==> src/sv/command_packet_loader_top_assert.svh <==
// Assertion macros shared by the command packet loader modules.
// Uses i_clk and i_rst_n of the including module; no other dependencies.
`ifndef COMMAND_PACKET_LOADER_TOP_ASSERT_SVH
`define COMMAND_PACKET_LOADER_TOP_ASSERT_SVH

`ifndef ASSERT_OFF
// Property checked at every clock edge outside reset.
`define CPL_ASSERT(lbl, prop) \
    lbl: assert property (@(posedge i_clk) disable iff (!i_rst_n) prop) \
        else $error("%m: assertion failed");
// Plain expression that must hold at every clock edge outside reset.
`define CPL_ASSERT_ALWAYS(lbl, expr) \
    `CPL_ASSERT(lbl, 1'b1 |-> (expr))
`else
`define CPL_ASSERT(lbl, prop)
`define CPL_ASSERT_ALWAYS(lbl, expr)
`endif

`endif

==> src/sv/cpl_pkg.sv <==
// Package of the command packet loader: item structs, result codes and labels.
// No dependencies; imported by every module of the block.
package cpl_pkg;

    // One input item: a packet byte and the end-of-transfer flag.
    typedef struct packed {
        logic [7:0] packet_byte;
        logic       end_of_transfer;
    } t_in_item;

    // One result item.
    typedef struct packed {
        logic [2:0]  kind;
        logic [11:0] element_index;
        logic [3:0]  setting_id;
        logic [31:0] data_word;
        logic [2:0]  status;
        logic        last_of_run;
    } t_out_item;

    // Up to two results caused by one accepted byte; valid[1] implies valid[0].
    typedef struct packed {
        logic [1:0] valid;
        t_out_item  res0;
        t_out_item  res1;
    } t_res_pair;

    // Result kinds.
    localparam logic [2:0] KIND_X    = 3'd0;
    localparam logic [2:0] KIND_Y    = 3'd1;
    localparam logic [2:0] KIND_TRIG = 3'd2;
    localparam logic [2:0] KIND_SET  = 3'd3;
    localparam logic [2:0] KIND_STAT = 3'd4;

    // Packet status codes.
    localparam logic [2:0] ST_OK       = 3'd0;
    localparam logic [2:0] ST_CHECKSUM = 3'd1;
    localparam logic [2:0] ST_PACKET   = 3'd2;
    localparam logic [2:0] ST_STORE    = 3'd3;
    localparam logic [2:0] ST_LABEL    = 3'd4;
    localparam logic [2:0] ST_EARLY    = 3'd5;

    // Setting numbers.
    localparam logic [3:0] SET_LENGTH   = 4'd0;
    localparam logic [3:0] SET_SCANS    = 4'd1;
    localparam logic [3:0] SET_LOWPASS  = 4'd2;
    localparam logic [3:0] SET_TSTART   = 4'd3;
    localparam logic [3:0] SET_TPERIOD  = 4'd4;
    localparam logic [3:0] SET_TLENGTH  = 4'd5;
    localparam logic [3:0] SET_XSTARTV  = 4'd6;
    localparam logic [3:0] SET_YSTARTV  = 4'd7;
    localparam logic [3:0] SET_XSTOPV   = 4'd8;
    localparam logic [3:0] SET_YSTOPV   = 4'd9;

    // Label bytes.
    localparam logic [7:0] LBL_X = "x";
    localparam logic [7:0] LBL_Y = "y";
    localparam logic [7:0] LBL_L = "l";
    localparam logic [7:0] LBL_C = "c";
    localparam logic [7:0] LBL_F = "f";
    localparam logic [7:0] LBL_T = "t";
    localparam logic [7:0] LBL_S = "s";
    localparam logic [7:0] LBL_P = "p";
    localparam logic [7:0] LBL_N = "n";
    localparam logic [7:0] LBL_A = "a";
    localparam logic [7:0] LBL_B = "b";
    localparam logic [7:0] LBL_E = "e";

    // Depth of the result queue; a byte is taken only with room for two results.
    localparam int RES_DEPTH = 4;

endpackage

==> src/sv/cpl_parser.sv <==
// Packet parser of the command packet loader: state per byte and result generation.
// Depends on cpl_pkg and command_packet_loader_top_assert.svh.
`include "command_packet_loader_top_assert.svh"

module cpl_parser
    import cpl_pkg::*;
#(
    parameter int STORE_DEPTH  = 4096,
    parameter int PACKET_BYTES = 512
) (
    input  logic      i_clk,
    input  logic      i_rst_n,
    input  logic      i_take,
    input  t_in_item  i_item,
    output t_res_pair o_res
);

    localparam int W_CNT = $clog2(PACKET_BYTES);
    localparam logic [34:0] PKT_LIMIT   = 35'(PACKET_BYTES);
    localparam logic [32:0] STORE_LIMIT = 33'(STORE_DEPTH);

    typedef enum logic [2:0] {
        PH_IDLE,
        PH_LABEL2,
        PH_HEADER,
        PH_PAYLOAD,
        PH_DISCARD
    } t_phase;

    typedef enum logic [2:0] {
        PT_X, PT_Y, PT_T, PT_L, PT_C, PT_F, PT_B, PT_E
    } t_ptype;

    t_phase           r_phase, n_phase;
    logic [3:0]       r_pos, n_pos;
    t_ptype           r_ptype, n_ptype;
    logic [7:0]       r_label2, n_label2;
    logic [15:0]      r_rsum, n_rsum;
    logic [15:0]      r_lsum, n_lsum;
    logic [31:0]      r_start, n_start;
    logic [31:0]      r_total, n_total;
    logic [31:0]      r_word, n_word;
    logic [W_CNT-1:0] r_wr, n_wr;

    logic [7:0]   byte_in;
    logic         eot;
    logic         is_trig;
    logic         is_stream;
    logic [15:0]  lsum_add;
    logic         chk_bad;
    logic [31:0]  hdr_total;
    logic [34:0]  bytes_need;
    logic         over_pkt;
    logic         over_store;
    logic [31:0]  word_next;
    logic [W_CNT:0] wr_inc;
    logic [3:0]   set_id;
    logic         done;
    logic         quiet;
    logic         label_ok;
    logic [1:0]   v;
    t_out_item    res0, res1;

    function automatic t_out_item mk_res(input logic [2:0] kind, input logic [11:0] idx,
                                         input logic [3:0] sid, input logic [31:0] data,
                                         input logic [2:0] st);
        t_out_item it;
        it.kind          = kind;
        it.element_index = idx;
        it.setting_id    = sid;
        it.data_word     = data;
        it.status        = st;
        it.last_of_run   = 1'b0;
        return it;
    endfunction

    // Shared per-byte terms.
    assign byte_in   = i_item.packet_byte;
    assign eot       = i_item.end_of_transfer;
    assign is_trig   = (r_ptype == PT_T) && (r_label2 == LBL_A);
    assign is_stream = (r_ptype == PT_X) || (r_ptype == PT_Y) || is_trig;
    assign lsum_add  = r_pos[0] ? {8'h00, byte_in} : {byte_in, 8'h00};
    assign chk_bad   = (16'(r_lsum + lsum_add) != r_rsum);
    assign hdr_total = {r_total[23:0], byte_in};
    assign word_next = {r_word[23:0], byte_in};
    assign wr_inc    = {1'b0, r_wr} + (W_CNT+1)'(1);

    // Size checks on the completed header.
    assign bytes_need = ({3'b000, hdr_total} << (is_trig ? 2 : 1)) + 35'd12;
    assign over_pkt   = bytes_need > PKT_LIMIT;
    assign over_store = ({1'b0, r_start} + {1'b0, hdr_total}) > STORE_LIMIT;

    // Setting number from the two labels.
    always_comb begin
        unique case (r_ptype)
            PT_L: set_id = SET_LENGTH;
            PT_C: set_id = SET_SCANS;
            PT_F: set_id = SET_LOWPASS;
            PT_T: set_id = (r_label2 == LBL_S) ? SET_TSTART :
                           ((r_label2 == LBL_P) ? SET_TPERIOD : SET_TLENGTH);
            PT_B: set_id = (r_label2 == LBL_X) ? SET_XSTARTV : SET_YSTARTV;
            default: set_id = (r_label2 == LBL_X) ? SET_XSTOPV : SET_YSTOPV;
        endcase
    end

    // Next state and the results of the current byte.
    always_comb begin
        n_phase  = r_phase;
        n_pos    = r_pos;
        n_ptype  = r_ptype;
        n_label2 = r_label2;
        n_rsum   = r_rsum;
        n_lsum   = r_lsum;
        n_start  = r_start;
        n_total  = r_total;
        n_word   = r_word;
        n_wr     = r_wr;
        v        = 2'b00;
        res0     = '0;
        res1     = '0;
        done     = 1'b0;
        quiet    = 1'b0;
        label_ok = 1'b1;

        unique case (r_phase)
            PH_IDLE: begin
                n_pos    = 4'd1;
                n_label2 = 8'h00;
                n_rsum   = 16'h0000;
                n_start  = 32'h0;
                n_total  = 32'h0;
                n_word   = 32'h0;
                n_wr     = '0;
                n_lsum   = {byte_in, 8'h00};
                unique case (byte_in)
                    LBL_X: n_ptype = PT_X;
                    LBL_Y: n_ptype = PT_Y;
                    LBL_T: n_ptype = PT_T;
                    LBL_L: n_ptype = PT_L;
                    LBL_C: n_ptype = PT_C;
                    LBL_F: n_ptype = PT_F;
                    LBL_B: n_ptype = PT_B;
                    LBL_E: n_ptype = PT_E;
                    default: begin
                        n_ptype = PT_X;
                        res0    = mk_res(KIND_STAT, 12'h0, 4'h0, 32'h0, ST_LABEL);
                        v       = 2'b01;
                        done    = 1'b1;
                    end
                endcase
                if (!done) begin
                    n_phase = PH_LABEL2;
                end
            end
            PH_LABEL2: begin
                n_label2 = byte_in;
                n_lsum   = r_lsum + {8'h00, byte_in};
                n_pos    = 4'd2;
                if (r_ptype == PT_T) begin
                    label_ok = (byte_in == LBL_A) || (byte_in == LBL_S) ||
                               (byte_in == LBL_P) || (byte_in == LBL_N);
                end else if ((r_ptype == PT_B) || (r_ptype == PT_E)) begin
                    label_ok = (byte_in == LBL_X) || (byte_in == LBL_Y);
                end
                if (label_ok) begin
                    n_phase = PH_HEADER;
                end else begin
                    res0 = mk_res(KIND_STAT, 12'h0, 4'h0, 32'h0, ST_LABEL);
                    v    = 2'b01;
                    done = 1'b1;
                end
            end
            PH_HEADER: begin
                if (r_pos == 4'd2) begin
                    n_rsum = {byte_in, 8'h00};
                end else if (r_pos == 4'd3) begin
                    n_rsum = {r_rsum[15:8], byte_in};
                end else begin
                    n_lsum = r_lsum + lsum_add;
                    if (r_pos < 4'd8) begin
                        n_start = {r_start[23:0], byte_in};
                    end else begin
                        n_total = hdr_total;
                    end
                end
                n_pos = r_pos + 4'd1;
                if (!is_stream && (r_pos == 4'd7)) begin
                    // Parameter packet: setting only when the checksum matches.
                    if (!chk_bad) begin
                        res0 = mk_res(KIND_SET, 12'h0, set_id, {r_start[23:0], byte_in}, ST_OK);
                        res1 = mk_res(KIND_STAT, 12'h0, 4'h0, 32'h0, ST_OK);
                        v    = 2'b11;
                    end else begin
                        res0 = mk_res(KIND_STAT, 12'h0, 4'h0, 32'h0, ST_CHECKSUM);
                        v    = 2'b01;
                    end
                    done = 1'b1;
                end else if (is_stream && (r_pos == 4'd11)) begin
                    if (over_pkt) begin
                        res0 = mk_res(KIND_STAT, 12'h0, 4'h0, 32'h0, ST_PACKET);
                        v    = 2'b01;
                        done = 1'b1;
                    end else if (over_store) begin
                        res0 = mk_res(KIND_STAT, 12'h0, 4'h0, 32'h0, ST_STORE);
                        v    = 2'b01;
                        done = 1'b1;
                    end else if (hdr_total == 32'h0) begin
                        res0 = mk_res(KIND_STAT, 12'h0, 4'h0, 32'h0,
                                      chk_bad ? ST_CHECKSUM : ST_OK);
                        v    = 2'b01;
                        done = 1'b1;
                    end else begin
                        n_phase = PH_PAYLOAD;
                    end
                end
            end
            PH_PAYLOAD: begin
                // Elements end on odd positions (waveform) or every fourth byte (trigger).
                n_lsum = r_lsum + lsum_add;
                n_word = word_next;
                n_pos  = r_pos + 4'd1;
                if (is_trig ? (r_pos[1:0] == 2'b11) : r_pos[0]) begin
                    res0 = mk_res(is_trig ? KIND_TRIG : ((r_ptype == PT_Y) ? KIND_Y : KIND_X),
                                  12'(r_start[11:0] + 12'(r_wr)), 4'h0,
                                  is_trig ? word_next : {16'h0000, word_next[15:0]}, ST_OK);
                    v      = 2'b01;
                    n_word = 32'h0;
                    n_wr   = wr_inc[W_CNT-1:0];
                    if (32'(wr_inc) >= r_total) begin
                        res1 = mk_res(KIND_STAT, 12'h0, 4'h0, 32'h0,
                                      chk_bad ? ST_CHECKSUM : ST_OK);
                        v    = 2'b11;
                        done = 1'b1;
                    end
                end
            end
            PH_DISCARD: begin
                quiet = 1'b1;
                if (eot) begin
                    n_phase = PH_IDLE;
                end
            end
            default: begin
                quiet   = 1'b1;
                n_phase = PH_IDLE;
            end
        endcase

        // Packet end handling: trailing bytes are dropped, a short packet ends early.
        if (!quiet) begin
            if (done) begin
                n_phase = eot ? PH_IDLE : PH_DISCARD;
            end else if (eot) begin
                if (v[0]) begin
                    res1 = mk_res(KIND_STAT, 12'h0, 4'h0, 32'h0, ST_EARLY);
                    v    = 2'b11;
                end else begin
                    res0 = mk_res(KIND_STAT, 12'h0, 4'h0, 32'h0, ST_EARLY);
                    v    = 2'b01;
                end
                n_phase = PH_IDLE;
            end
        end

        // Flag the last result of this byte.
        if (v == 2'b01) begin
            res0.last_of_run = 1'b1;
        end else if (v == 2'b11) begin
            res1.last_of_run = 1'b1;
        end
    end

    assign o_res.valid = i_take ? v : 2'b00;
    assign o_res.res0  = res0;
    assign o_res.res1  = res1;

    // Parser state, updated on each accepted byte.
    always_ff @(posedge i_clk) begin
        if (!i_rst_n) begin
            r_phase  <= PH_IDLE;
            r_pos    <= 4'd0;
            r_ptype  <= PT_X;
            r_label2 <= 8'h00;
            r_rsum   <= 16'h0000;
            r_lsum   <= 16'h0000;
            r_start  <= 32'h0;
            r_total  <= 32'h0;
            r_word   <= 32'h0;
            r_wr     <= '0;
        end else if (i_take) begin
            r_phase  <= n_phase;
            r_pos    <= n_pos;
            r_ptype  <= n_ptype;
            r_label2 <= n_label2;
            r_rsum   <= n_rsum;
            r_lsum   <= n_lsum;
            r_start  <= n_start;
            r_total  <= n_total;
            r_word   <= n_word;
            r_wr     <= n_wr;
        end
    end

    // Payload bytes only ever follow a header of a waveform or trigger packet.
    `CPL_ASSERT_ALWAYS(a_payload_is_stream, (r_phase != PH_PAYLOAD) || is_stream)
    // A lone result carries the last-of-run flag.
    `CPL_ASSERT(a_last_single, (o_res.valid == 2'b01) |-> o_res.res0.last_of_run)
    // With two results only the second one is flagged last.
    `CPL_ASSERT(a_last_pair,
        (o_res.valid == 2'b11) |-> (!o_res.res0.last_of_run && o_res.res1.last_of_run))

endmodule

==> src/sv/cpl_fifo.sv <==
// Result queue of the command packet loader: takes up to two results a cycle,
// gives one a cycle while i_ready is high. Depends on cpl_pkg and command_packet_loader_top_assert.svh.
`include "command_packet_loader_top_assert.svh"

module cpl_fifo
    import cpl_pkg::*;
(
    input  logic      i_clk,
    input  logic      i_rst_n,
    input  t_res_pair i_res,
    output logic      o_room,
    output logic      o_valid,
    input  logic      i_ready,
    output t_out_item o_item
);

    localparam int W_PTR = $clog2(RES_DEPTH);
    localparam int W_CNT = $clog2(RES_DEPTH + 1);

    t_out_item        r_mem [RES_DEPTH];
    logic [W_PTR-1:0] r_wr_ptr, n_wr_ptr;
    logic [W_PTR-1:0] r_rd_ptr, n_rd_ptr;
    logic [W_CNT-1:0] r_count, n_count;
    logic             pop;
    logic [W_CNT-1:0] push_n;
    logic [W_PTR-1:0] wr_ptr1;

    // Room is kept for the worst case of two results from one byte.
    assign o_room  = (r_count <= W_CNT'(RES_DEPTH - 2));
    assign o_valid = (r_count != '0);
    assign o_item  = r_mem[r_rd_ptr];
    assign pop     = o_valid && i_ready;
    assign push_n  = W_CNT'(i_res.valid[0]) + W_CNT'(i_res.valid[1]);
    assign wr_ptr1 = r_wr_ptr + W_PTR'(1);

    // Pointer and fill count arithmetic.
    always_comb begin
        n_wr_ptr = r_wr_ptr + W_PTR'(push_n);
        n_rd_ptr = pop ? (r_rd_ptr + W_PTR'(1)) : r_rd_ptr;
        n_count  = r_count + push_n - W_CNT'(pop);
    end

    // Control registers.
    always_ff @(posedge i_clk) begin
        if (!i_rst_n) begin
            r_wr_ptr <= '0;
            r_rd_ptr <= '0;
            r_count  <= '0;
        end else begin
            r_wr_ptr <= n_wr_ptr;
            r_rd_ptr <= n_rd_ptr;
            r_count  <= n_count;
        end
    end

    // Result storage; a byte writes its results at two consecutive entries.
    always_ff @(posedge i_clk) begin
        if (i_res.valid[0]) begin
            r_mem[r_wr_ptr] <= i_res.res0;
        end
        if (i_res.valid[1]) begin
            r_mem[wr_ptr1] <= i_res.res1;
        end
    end

    `CPL_ASSERT_ALWAYS(a_count_bound, r_count <= W_CNT'(RES_DEPTH))
    // Results only arrive when two entries are free.
    `CPL_ASSERT(a_push_room, (i_res.valid != 2'b00) |-> (r_count <= W_CNT'(RES_DEPTH - 2)))
    // Results fill the first slot before the second.
    `CPL_ASSERT(a_push_order, i_res.valid[1] |-> i_res.valid[0])

endmodule

==> src/sv/command_packet_loader_top.sv <==
// Top level of the command packet loader: input handshake, parser and result queue.
// Depends on cpl_pkg, cpl_parser and cpl_fifo.
//
// Usage: packet bytes enter on the input channel (i_in_valid / o_in_ready,
// payload i_in_item with packet_byte and end_of_transfer). Each byte causes
// zero, one or two result items on the output channel (o_out_valid /
// i_out_ready, payload o_out_item): x, y and trigger buffer writes, settings,
// and one packet status per packet, the last result of a byte flagged with
// last_of_run.
// The results of a byte are written to the result queue as it is accepted.
// Throughput: one byte per cycle while the queue has room; the parser does all
// per-byte work combinationally. The output drains one result per cycle while
// i_out_ready is high, so the output limits bytes that cause two results.
// A four-entry result queue sits between parser and output; o_in_ready is
// high while it has room for two results, so a stalled receiver fills the
// queue and then holds off input with no result lost.
// Reset (synchronous, active low) empties the queue and waits for the first
// label byte of a new packet; no clearing pass is needed.
module command_packet_loader_top
    import cpl_pkg::*;
#(
    parameter int STORE_DEPTH  = 4096,
    parameter int PACKET_BYTES = 512
) (
    input  logic      i_clk,
    input  logic      i_rst_n,
    input  logic      i_in_valid,
    output logic      o_in_ready,
    input  t_in_item  i_in_item,
    output logic      o_out_valid,
    input  logic      i_out_ready,
    output t_out_item o_out_item
);

    logic      w_room;
    logic      w_take;
    t_res_pair w_res;

    // A byte is taken whenever the queue can hold all that it may cause.
    assign o_in_ready = w_room;
    assign w_take     = i_in_valid && w_room;

    cpl_parser #(
        .STORE_DEPTH  (STORE_DEPTH),
        .PACKET_BYTES (PACKET_BYTES)
    ) u_parser (
        .i_clk   (i_clk),
        .i_rst_n (i_rst_n),
        .i_take  (w_take),
        .i_item  (i_in_item),
        .o_res   (w_res)
    );

    cpl_fifo u_fifo (
        .i_clk   (i_clk),
        .i_rst_n (i_rst_n),
        .i_res   (w_res),
        .o_room  (w_room),
        .o_valid (o_out_valid),
        .i_ready (i_out_ready),
        .o_item  (o_out_item)
    );

endmodule

==> config.mk <==
export PLATFORM = sky130hd
export DESIGN_NAME = command_packet_loader_top
export DESIGN_NICKNAME = d
export VERILOG_FILES = /design/src/sv/cpl_pkg.sv /design/src/sv/cpl_parser.sv /design/src/sv/cpl_fifo.sv /design/src/sv/command_packet_loader_top.sv
export VERILOG_INCLUDE_DIRS = /design/src /design/src/sv
export SDC_FILE = /design/constraint.sdc
export NUM_CORES = 1
export LEC_CHECK = 0
export ABC_CLOCK_PERIOD_IN_PS = 7200
export BUFFER_PORTS_ARGS = -buffer_cell sky130_fd_sc_hd__buf_4
export CORE_ASPECT_RATIO = 0.9
export CORE_MARGIN = 10
export CORE_UTILIZATION = 30
export DETAILED_ROUTE_END_ITERATION = 16
export GPL_ROUTABILITY_DRIVEN = 0
export HOLD_SLACK_MARGIN = 0.05
export REMOVE_ABC_BUFFERS = 1
export SLEW_MARGIN = 20
export SYNTH_ARGS = -nofsm -noshare
export SYNTH_HDL_FRONTEND = slang
export SYNTH_SLANG_ARGS = --single-unit
==> constraint.sdc <==
create_clock -name i_clk -period 7.2 [get_ports i_clk]
set_clock_uncertainty 0.05 [all_clocks]
set_input_delay 0.72 -clock i_clk [delete_from_list [all_inputs] [get_ports i_clk]]
set_output_delay 0.72 -clock i_clk [all_outputs]
set_load 0.05 [all_outputs]
==> run metrics <==
drt wl/cell ~20 µm; Largest delay share family, worst path simple AND/OR/NAND/NOR gates; antenna cell count 0; hold buffers post-CTS 0; Cells after Synth between 2000 and 3000; slowest CP cell or4_1; status completed; P_int 0.00389 W; height of the die ~280 µm; Clock Latency Late Sink 0.58 ns; TritonCTS clock tree built; pre-CTS setup slack between 0.9 and 1 ns; normalized max-slew margin approximately a quarter; worst r2r src u_parser.r_ptype[2]; num rows 94; Placed Cells 3393; WP data required approximately 7.4 ns; Clk pwr share approximately two fifths; Detailed Place HPWL around 48000 µm; Final Cell Area about 0.025 mm²; number of flops mapped to enable cells by yosys 16; final hold violation count 0; Post-CTS Setup Bufs 0; Gate power share about a fifth; largest stage delay on the critical path roughly 0.83 ns; Crit Path Class flip-flop to flip-flop; Final min period 6.00 ns; # clock sinks around 380; CTS buffer count 44; CP Cell Sequence or4b_1, or4_1, mux2i_1, nor3_1, mux2i_1, o221ai_1, nor2_1, nand4_1, o31ai_4, buf_4, buf_4, nand2_1, nand2b_1, nand2_1; number of detailed-route iterations in the first pass 6; leak pwr about 9 nW; Area Growth Syn to Fin 12.8%; IO Count 70; Total Nets Final roughly 2600; clock transition at the registers of the reported paths roughly 0.06 ns; Final Setup Violations 0; placed inst area 0.0235 mm²; Final Max Slew Viols 0; crit end category flip-flop; Pwr Density 224 mW/mm²; VDD IR max approximately 0.3 mV; Arr. time, crit path 6.22 ns; PortBufs between 60 and 70; H-tree levels 2; final worst-path cycle share between 80% and 90%; clock buffer depth 3; total number of vias about 19000; residual DRC count 0; core box area ~0.073 mm²; vias in the first global route 18100; post-synth top area cell dfxtp_1; grt ovf 0; CP Launch Point u_parser.r_ptype[2]; global-route wire length before repair between 100000 and 150000 µm; Syn Area/Cell between 8 and 9 µm²; largest net degree at the start of global routing 79; Worst-Margin Slew between 1 and 1.5 ns; Vias/cell about 5.5; Die Wd just over 300 µm; most common cell in the netlist dfxtp_1; Antenna Nets Post-Route 0; Yosys reg bits 376; library cells used by synthesis 86; setup_tns 0 ns; setup slack after layout approximately 1.2 ns; Net Sw Frac a little under a third; share of synthesized registers carrying an async set or reset 0%; Synth area leaders dfxtp_1 33%, mux2i_1 8.6%, mux4_2 5.6%; Main synth FF type dfxtp_1; Cell Area, Synth approximately 0.022 mm²; RSZ-0062 raised after global routing no; Tot GR Track Use roughly 16%; part of the power in registers around two fifths; Seq/Total Area, Yosys 34.7%; crit-path max FO 17; Max-Cap Viols 0; Hold Startpoint u_fifo.r_mem[1][11]; starting density of the core roughly 30%; Finished Layout Cells roughly 3500; fmax about 170 MHz; Post-CTS Resized 0; Hold Path Class flip-flop to flip-flop; synth warn 0; Worst Setup Start Kind flip-flop; initial antenna violation count 0; top cell type's share of synthesized area approximately a third; CTS Root Buffer Type clkbuf_16; Synth top cells by count 360 x dfxtp_1, 269 x nor2_1, 190 x mux2i_1; layout cell share with drive strength beyond 1 ~11%; Routed WL a little under 70000 µm; Switching Power 0.00171 W; initial DRC count approximately 1700; r2r setup slk 1.20 ns; Buf+Inv Stages, Crit Path 2; Die ar. ~0.085 mm²
## flip-flops by register name, summed over array words and instances (netlist names), named ones only
register           cells
u_parser.r_lsum       16
u_parser.r_phase       3
u_parser.r_wr          9
u_parser.r_pos         4
u_parser.r_label2      8
u_fifo.r_mem         220
u_fifo.r_rd_ptr        2
u_parser.r_word       24
u_fifo.r_wr_ptr        2
u_parser.r_start      32
u_parser.r_rsum       16
u_fifo.r_count         3
u_parser.r_total      32
u_parser.r_ptype       3
## worst reg2reg max path: stages (launching register included)
cell      delay (ns)
dfxtp_1         0.41
or4b_1          0.61
or4_1           0.83
mux2i_1         0.31
nor3_1          0.54
mux2i_1         0.32
o221ai_1        0.15
nor2_1          0.20
nand4_1         0.19
o31ai_4         0.64
buf_4           0.32
buf_4           0.21
nand2_1         0.12
nand2b_1        0.51
nand2_1         0.30
## placed cells by master, fill, tap and decap left out, types with 13 or more instances in the layout
| cell | n |
|---|---|
| nand4_1 | 42 |
| and3_1 | 32 |
| a31o_1 | 13 |
| mux4_2 | 55 |
| nor3_1 | 38 |
| o21bai_1 | 13 |
| a21boi_0 | 60 |
| buf_4 | 109 |
| nand2_1 | 178 |
| dfxtp_1 | 358 |
| ha_1 | 82 |
| inv_1 | 49 |
| clkbuf_16 | 45 |
| a21oi_1 | 114 |
| a211oi_1 | 14 |
| a21o_1 | 28 |
| nand3_1 | 99 |
| nor4_1 | 18 |
| xnor2_1 | 48 |
| o22ai_1 | 16 |
| nor2_1 | 267 |
| o31ai_1 | 13 |
| nor2b_1 | 103 |
| edfxtp_1 | 16 |
| nand2b_1 | 15 |
| mux2i_1 | 190 |
| and2_1 | 35 |
| o21ai_1 | 16 |
| o21ai_0 | 83 |
| xor2_1 | 34 |
| a31oi_1 | 16 |
| a22oi_1 | 73 |
## cell families (layout without fill, tap and decap cells)
family / after synthesis / in the layout / synth area share [%]
xor gates and xnor gates: 85 / 85 / 3.55
buffers and inverters: 246 / 239 / 4.41
muxes: 251 / 251 / 14.5
adders and majority gates: 87 / 87 / 5.08
and+or+nand+nor: 894 / 894 / 19.9
DFF: 376 / 376 / 34.7
AOI/OAI and AO/OA: 579 / 579 / 17.9
## cell type report
type	count	area, µm²
Fill cell	7555	48200
Multi-Input combinational cell	1896	13600
Sequential cell	376	7690
Clock buffer	60	1250
Tap cell	960	1200
Timing Repair Buffer	111	858
Clock inverter	18	199
Inverter	50	188
## through the flow
| stage | hold WS (ns) | total power [W] | util, % |
|---|---|---|---|
| final | 0.396 | 0.00561 | 34.2 |
| after global routing | 0.408 | 0.00584 | 34.2 |
| after CTS | 0.399 | 0.00565 | 34.2 |
| after detailed placement | 0.391 | 0.00339 | 32.2 |
| after global placement | 0.384 | 0.00339 | 32.2 |
| after floorplan | 0.375 | 0.00305 | - |
## worst paths after layout
path / to / depth (start not counted)
worst min-delay path: u_fifo.r_mem[1][11] / 2
worst max-delay path: u_fifo.r_mem[3][0] / 14
worst min register to register: u_fifo.r_mem[1][11] / 2
worst max register to register: u_fifo.r_mem[3][0] / 14
## routing by layer
| layer | part of all wire [%] | routed length [µm] | track usage, % | vias to the layer above |
|---|---|---|---|---|
| met3 | 7.7 | 5330 | 3.15 | 114 |
| met2 | 44 | 30600 | 24.7 | 671 |
| met4 | 2.8 | 1920 | 4.71 | 0 |
| li1 | - | - | - | 9082 |
| met1 | 46 | 31600 | 21.6 | 9324 |
| met5 | 0 | 0 | 0 | - |
## power by group through the flow
stage	clock, W	combinational, W	sequential (W)
2_1_floorplan	0	0.000775	0.00228
5_1_grt	0.00240	0.00123	0.00221
3_3_place_gp	0	0.00114	0.00225
3_5_place_dp	0	0.00114	0.00225
4_1_cts	0.00230	0.00114	0.00220
6_report	0.00226	0.00114	0.00220
No activity file was read; power rests on OpenSTA's default activity.
